## src/hdl/rfvt_pkg.sv

```systemverilog
// Shared types, constants and helpers of the respiratory flow volume tracker.
// No dependencies.
`timescale 1ns / 1ps
`default_nettype none
package rfvt_pkg;
    localparam int unsigned VOL_W   = 48;
    localparam int unsigned FLOW_W  = 25;
    localparam int unsigned VENT_W  = 24;
    localparam int unsigned CFG_W   = 24;
    localparam int unsigned CIDX_W  = 3;
    localparam int unsigned DIVN_W  = 50;
    localparam int unsigned DIVD_W  = 25;
    localparam int unsigned ITER_W  = 6;
    localparam int unsigned CONV_ITERS = 24;
    localparam logic [23:0] FLOW_LIMIT = 24'd8388608;
    localparam logic [31:0] MAX_GAP_MS = 32'd1000;
    localparam logic [VENT_W-1:0] MAX_VENT = '1;

    localparam logic [CIDX_W-1:0] CFG_ZERO_OFFSET = 3'd0;
    localparam logic [CIDX_W-1:0] CFG_FLOW_SCALE  = 3'd1;
    localparam logic [CIDX_W-1:0] CFG_PHASE_THR   = 3'd2;
    localparam logic [CIDX_W-1:0] CFG_DEADBAND    = 3'd3;
    localparam logic [CIDX_W-1:0] CFG_BUCKET_MS   = 3'd4;
    localparam logic [CIDX_W-1:0] CFG_WINDOW_MS   = 3'd5;

    localparam logic [1:0] PHASE_IDLE   = 2'd0;
    localparam logic [1:0] PHASE_INHALE = 2'd1;
    localparam logic [1:0] PHASE_EXHALE = 2'd2;

    typedef struct packed {
        logic                start;
        logic [ITER_W-1:0]   iters;
        logic [DIVN_W-1:0]   dividend;
        logic [DIVD_W-1:0]   divisor;
    } t_div_req;

    function automatic logic [VOL_W-1:0] sat_add48(input logic [VOL_W-1:0] a,
                                                   input logic [VOL_W-1:0] b);
        logic [VOL_W:0] s;
        s = {1'b0, a} + {1'b0, b};
        return s[VOL_W] ? '1 : s[VOL_W-1:0];
    endfunction

    function automatic logic [VOL_W-1:0] floor_sub48(input logic [VOL_W-1:0] a,
                                                     input logic [VOL_W-1:0] b);
        return (b > a) ? '0 : a - b;
    endfunction
endpackage
`default_nettype wire

```

## src/hdl/rfvt_div.sv

```systemverilog
// Bit-serial restoring divider shared by flow conversion and ventilation.
// Depends on rfvt_pkg.
`timescale 1ns / 1ps
`default_nettype none
module rfvt_div (
    input  wire logic                        i_clk,
    input  wire logic                        i_rst_n,
    input  wire rfvt_pkg::t_div_req          i_req,
    output      logic                        o_done,
    output      logic [rfvt_pkg::DIVN_W-1:0] o_quot
);
    import rfvt_pkg::*;

    logic [DIVD_W:0]   r_rem;
    logic [DIVN_W-1:0] r_q;
    logic [DIVD_W-1:0] r_den;
    logic [ITER_W-1:0] r_cnt;
    logic              r_busy;
    logic [DIVD_W:0]   n_trial;
    logic              n_fit;

    assign n_trial = {r_rem[DIVD_W-1:0], r_q[DIVN_W-1]};
    assign n_fit   = n_trial >= {1'b0, r_den};
    assign o_quot  = r_q;

    always_ff @(posedge i_clk) begin
        if (!i_rst_n) begin
            r_busy <= 1'b0;
            o_done <= 1'b0;
            r_cnt  <= '0;
        end else begin
            o_done <= 1'b0;
            if (i_req.start) begin
                r_busy <= 1'b1;
                r_cnt  <= i_req.iters;
                r_rem  <= '0;
                r_q    <= i_req.dividend;
                r_den  <= i_req.divisor;
            end else if (r_busy) begin
                r_rem <= n_fit ? n_trial - {1'b0, r_den} : n_trial;
                r_q   <= {r_q[DIVN_W-2:0], n_fit};
                r_cnt <= r_cnt - 1'b1;
                if (r_cnt == ITER_W'(1)) begin
                    r_busy <= 1'b0;
                    o_done <= 1'b1;
                end
            end
        end
    end
endmodule
`default_nettype wire

```

## config.mk

```make
export PLATFORM = sky130hd
export DESIGN_NAME = rfvt_div
export DESIGN_NICKNAME = d
export VERILOG_FILES = /design/src/hdl/rfvt_pkg.sv /design/src/hdl/rfvt_div.sv
export SDC_FILE = /design/constraint.sdc
export NUM_CORES = 1
export LEC_CHECK = 0
export ABC_AREA = 1
export BUFFER_PORTS_ARGS = -buffer_cell sky130_fd_sc_hd__buf_2
export CAP_MARGIN = 15
export CORE_MARGIN = 1.5
export CORE_UTILIZATION = 50
export CTS_BUF_LIST = sky130_fd_sc_hd__clkbuf_4 sky130_fd_sc_hd__clkbuf_8 sky130_fd_sc_hd__clkbuf_16
export DETAILED_ROUTE_END_ITERATION = 8
export PLACE_DENSITY = 0.81
export SYNTH_ARGS = -nofsm -noshare
export SYNTH_HDL_FRONTEND = slang
export SYNTH_SLANG_ARGS = --single-unit
```

## constraint.sdc

```tcl
create_clock -name i_clk -period 5.5 [get_ports i_clk]
set_clock_uncertainty 0.1 [all_clocks]
set_input_delay 1.1 -clock i_clk [delete_from_list [all_inputs] [get_ports i_clk]]
set_output_delay 1.1 -clock i_clk [all_outputs]
set_load 0.005 [all_outputs]
```

After elaboration in Yosys (flattened, before gate mapping)

Cells that the tools add are included.

Add/subtract/negate cells: 2
Magnitude comparators: 1
Equal/unequal tests: 1
Muxes and demuxes: 10
Bitwise operators: 2
Reductions and logical operators: 4

Operator list:

| operator            | count |
|---|---|
| $mux 50             | 2 |
| $mux 25             | 2 |
| $ge 26x25->1        | 1 |
| $sub 25x25->25      | 1 |
| $mux 6              | 2 |
| $eq 6x1->1 const B  | 1 |
| $sub 6x1->6 const B | 1 |
| $mux 1              | 4 |
| $reduce_and 2->1    | 2 |
| $reduce_or 3->1     | 1 |
| $not 1->1           | 2 |
| $reduce_bool 2->1   | 1 |

Bits in registers: 108
Input port bits: 84
Output and inout bits: 51
Word-level logic and storage cells: 26

Depth between registers and ports, before layout

Depth after elaboration: 4
Gate-level depth with buffers: 16
Gate-level depth less buffers: 16

Worst setup path after synthesis

OpenSTA, ideal clock, no wires.

Path kind: input port to flip-flop
Start point: input port i_req[81] (netlist name)
End point: register r_q[0], in the netlist o_quot[0] (enable)
Setup time: 0.510 ns
Data arrival time: 4.614 ns
Data required time: 4.890 ns
Setup slack: 0.275 ns
Stages: 3
Buffers on the path: 1
Cells stage by stage: clkbuf_1 > nor2_1 > nor2_1

Word-level cells in the longest chain between the ends: 2

RTL lines:

| item                               | line           | source |
|---|---|---|
| start: declaration                 | rfvt_div.sv:8  | `input wire rfvt_pkg::t_div_req i_req,` |
| $reduce_bool 2->1 (no source line) | --             |  |
| $reduce_and 2->1 (no source line)  | --             |  |
| end signal: assignment             | rfvt_div.sv:37 | `r_q <= i_req.dividend;` |
| end signal: assignment             | rfvt_div.sv:41 | `r_q <= {r_q[DIVN_W-2:0], n_fit};` |
| end: declaration                   | rfvt_div.sv:15 | `logic [DIVN_W-1:0] r_q;` |

No other way between the ends.
A chain may end at the register's enable or synchronous reset.

Worst setup path after layout

Start point: register r_q[49], in the netlist o_quot[49]
End point: register r_rem[19], data pin

Word-level cells in the longest chain between the ends: 3
Elaborated cells on any way between the ends: 4
Classes of those cells: add/sub: 1; order compare: 1; mux: 2

RTL lines:

| item                                           | line                           | source |
|---|---|---|
| $sub 25x25->25 or $ge 26x25->1 (tied branches) | rfvt_div.sv:40, rfvt_div.sv:23 |  |
| $mux 25 (*)                                    | rfvt_div.sv:40                 | `r_rem <= n_fit ? n_trial - {1'b0, r_den} : n_trial;` |
| $mux 25 (*)                                    | rfvt_div.sv:39                 | `end else if (r_busy) begin` |
| end signal: assignment                         | rfvt_div.sv:40                 |  |
| end: declaration                               | rfvt_div.sv:14                 | `logic [DIVD_W:0] r_rem;` |

Every way passes the cells marked *; elsewhere a longest branch is shown, timed or not. The select of a mux whose other input is x is not followed.

==> impl_metrics.env <==
export IMPL_ys_seq_elements=108
export IMPL_remaining_drc_errors=0
export IMPL_worst_setup_path_start_kind="flop"
export IMPL_total_power_uw=2220
export IMPL_cp_end_kind="flop"
export IMPL_cp_max_fo=45
export IMPL_die_h_um=117
export IMPL_synthAdderAreaFrac_pct=5.53
export IMPL_cell_internal_pwr_uw=1540
export IMPL_numPortBuffers=134
export IMPL_synth_edf_count=100
export IMPL_final_area_mm2=0.00759
export IMPL_grtUsageTotal_pct=22.8
export IMPL_cts_tree="yes"
export IMPL_numCtsBuffers=9
export IMPL_drive_gt1_share_pct=18.0
export IMPL_comb_power_share_pct=24.2
export IMPL_seq_area_frac_synth_pct=48.9
export IMPL_slew_headroom_pct=29.3
export IMPL_io_pins=135
export IMPL_yosys_area_share_xor_xnor_pct=1.76
export IMPL_postSynthCellCount=832
export IMPL_synthSimpleGateAreaFrac_pct=31.4
export IMPL_ys_types=34
export IMPL_rows=41
export IMPL_drt_iter0_drc=269
export IMPL_synth_top_family_by_area="simple AND/OR/NAND/NOR gates"
export IMPL_power_switching_share_pct=30.6
export IMPL_p_leak_uw=0.00395
export IMPL_dp_hpwl_um=11000
export IMPL_dieArea_mm2=0.0136
export IMPL_yosysWarnings=0
export IMPL_synthArstFlopShare_pct=0
export IMPL_grt_overflow=0
export IMPL_crit_type="flop to flop"
export IMPL_grt_pass1_wl_um=24100
export IMPL_syn_area_per_cell_um2=7.77
export IMPL_syn_area_mm2=0.00647
export IMPL_final_antenna_net_count=0
export IMPL_routedWlPerCell_um=13.0
export IMPL_vias_per_cell=4.90
export IMPL_required_ps=5520
export IMPL_post_cts_buffers=0
export IMPL_p_switching_uw=681
export IMPL_synth_mux_area_share_pct=0
export IMPL_max_freq_mhz=342
export IMPL_grt_pass1_vias=5202
export IMPL_synthesis_nets=944
export IMPL_fin_util_pct=60.1
export IMPL_place_area_mm2=0.00728
export IMPL_tightest_slew_ps=1060
export IMPL_finalSetupTns_ps=0
export IMPL_layout_common_cells="355 x nand2_1, 134 x buf_2, 126 x inv_1"
export IMPL_period_needed_ps=2920
export IMPL_synth_compound_area_share_pct=3.37
export IMPL_hold_class="flop to flop"
export IMPL_clkSinkCount=108
export IMPL_p_clk_share_pct=30.1
export IMPL_rsz0062_at_grt="false"
export IMPL_clock_latency_ps=350
export IMPL_fin_crit_sh_pct=53.2
export IMPL_die_w_um=117
export IMPL_dr_pass1_iters=5
export IMPL_setup_viol=0
export IMPL_grt_start_max_net_pins=76
export IMPL_synthFlopType="edfxtp_1"
export IMPL_max_vdd_ir_drop_mv=0.171
export IMPL_htree_levels=3
export IMPL_num_vias=5580
export IMPL_powerDensity_mw_per_mm2=293
export IMPL_seq_power_share_pct=45.7
export IMPL_cts_max_path_buffers=2
export IMPL_path_clk_slew_ps=70
export IMPL_antenna_found_initial=0
export IMPL_core_mm2=0.0126
export IMPL_start_util_pct=51.2
export IMPL_cts_resized=0
export IMPL_cap_violations=0
export IMPL_routed_wl_um=14800
export IMPL_status="complete, no violations"
export IMPL_hold_viol_final=0
export IMPL_drv_slew=0
export IMPL_fillers=1211
export IMPL_cts_hold_buf=0
export IMPL_syn_to_final_growth_pct=17.3
export IMPL_nets=1074
export IMPL_arrival_ps=2940
export IMPL_clock_root_buffer="clkbuf_16"
export IMPL_layout_commonest_cell="nand2_1"
export IMPL_gp_congestion=0.937
export IMPL_diodes=0
power by group through the flow:
stage	Sequential (uW)	Combinational, uW	Clock, uW
after floorplan	1030	391	0
after global placement	1030	520	0
after detailed placement	1030	533	0
after CTS	1010	536	675
after global routing	1020	616	706
final	1010	539	669
cells in the mapped netlist (2+ instances only):
cell / number / area (um2)
nor2_1: 81 / 304
xor2_1: 4 / 35.0
nand4_1: 10 / 62.6
o21ai_0: 7 / 35.0
nand3b_1: 2 / 15.0
nand2_1: 355 / 1330
edfxtp_1: 100 / 3000
xnor2_1: 9 / 78.8
buf_6: 4 / 45.0
a31oi_1: 4 / 25.0
clkbuf_1: 11 / 41.3
o21ai_1: 5 / 25.0
nor3_1: 7 / 35.0
nand3_1: 25 / 125
buf_2: 4 / 20.0
nor2_2: 3 / 18.8
ha_1: 27 / 338
inv_1: 127 / 477
o21bai_1: 3 / 22.5
nand2_2: 8 / 50.1
dfxtp_1: 8 / 160
a21oi_1: 14 / 70.1
and2_1: 3 / 18.8
worst max-delay path: stages, from the launching register on:
cell,delay [ps]
edfxtp_1,400
inv_1,70
ha_1,150
inv_1,70
fa_1,380
nand2_1,100
nand2_1,100
nand3_2,90
nand2_2,80
nand2_1,80
nand2_2,80
nand2_2,130
nand3_4,380
nand2_1,240
nand2_1,80
nand2_1,60
inv_1,40
through the flow:
| step | hold WS, ps | worst slack [ps] | instances |
|---|---|---|---|
| 6_report | 421 | 2580 | 1139 |
| 5_1_grt | 440 | 2320 | 1139 |
| 3_5_place_dp | 400 | 2400 | 1123 |
| 3_3_place_gp | 387 | 2410 | 1123 |
| 2_1_floorplan | 362 | 275 | 832 |
| 4_1_cts | 411 | 2580 | 1139 |
path summary, 6_finish.rpt:
| kind | startpoint | depth (start not counted) | to | slack [ps] |
|---|---|---|---|---|
| max | o_quot[49] | 16 | r_rem[19] | 2580 |
| min | r_cnt[4] | 2 | r_cnt[4] | 420 |
| max reg2reg | o_quot[49] | 16 | r_rem[19] | 2580 |
| min reg2reg | r_cnt[4] | 2 | r_cnt[4] | 420 |
cells by family (layout without fill, tap and decap cells):
logic type	after synthesis	count (layout)
flops	108	108
xor+xnor	13	13
compound gates	37	37
simple gates	500	500
fa+ha+maj	28	28
buf+inv	146	281
state kept, by name (all words and copies together), names as in the netlist:
name    count
r_busy      1
r_cnt       6
o_done      1
o_quot     50
r_den      25
r_rem      25
metal layers:
metal,vias up,share of wire (%),track usage (%)
li1,2850,-,-
met1,2533,45,29.9
met2,172,47,36.7
met3,25,5.9,5.09
met4,0,2.0,9.56
met5,-,0,0
layout make-up:
class	count	area [um2]	share of cell area [%]
Clock buffer	10	233	3.07
Clock inverter	6	70.1	0.923
Inverter	127	477	6.28
Multi-Input combinational cell	578	2730	36.0
Sequential cell	108	3160	41.7
Tap cell	172	215	2.84
Timing Repair Buffer	138	701	9.23
No activity file was read; power rests on OpenSTA's default activity.
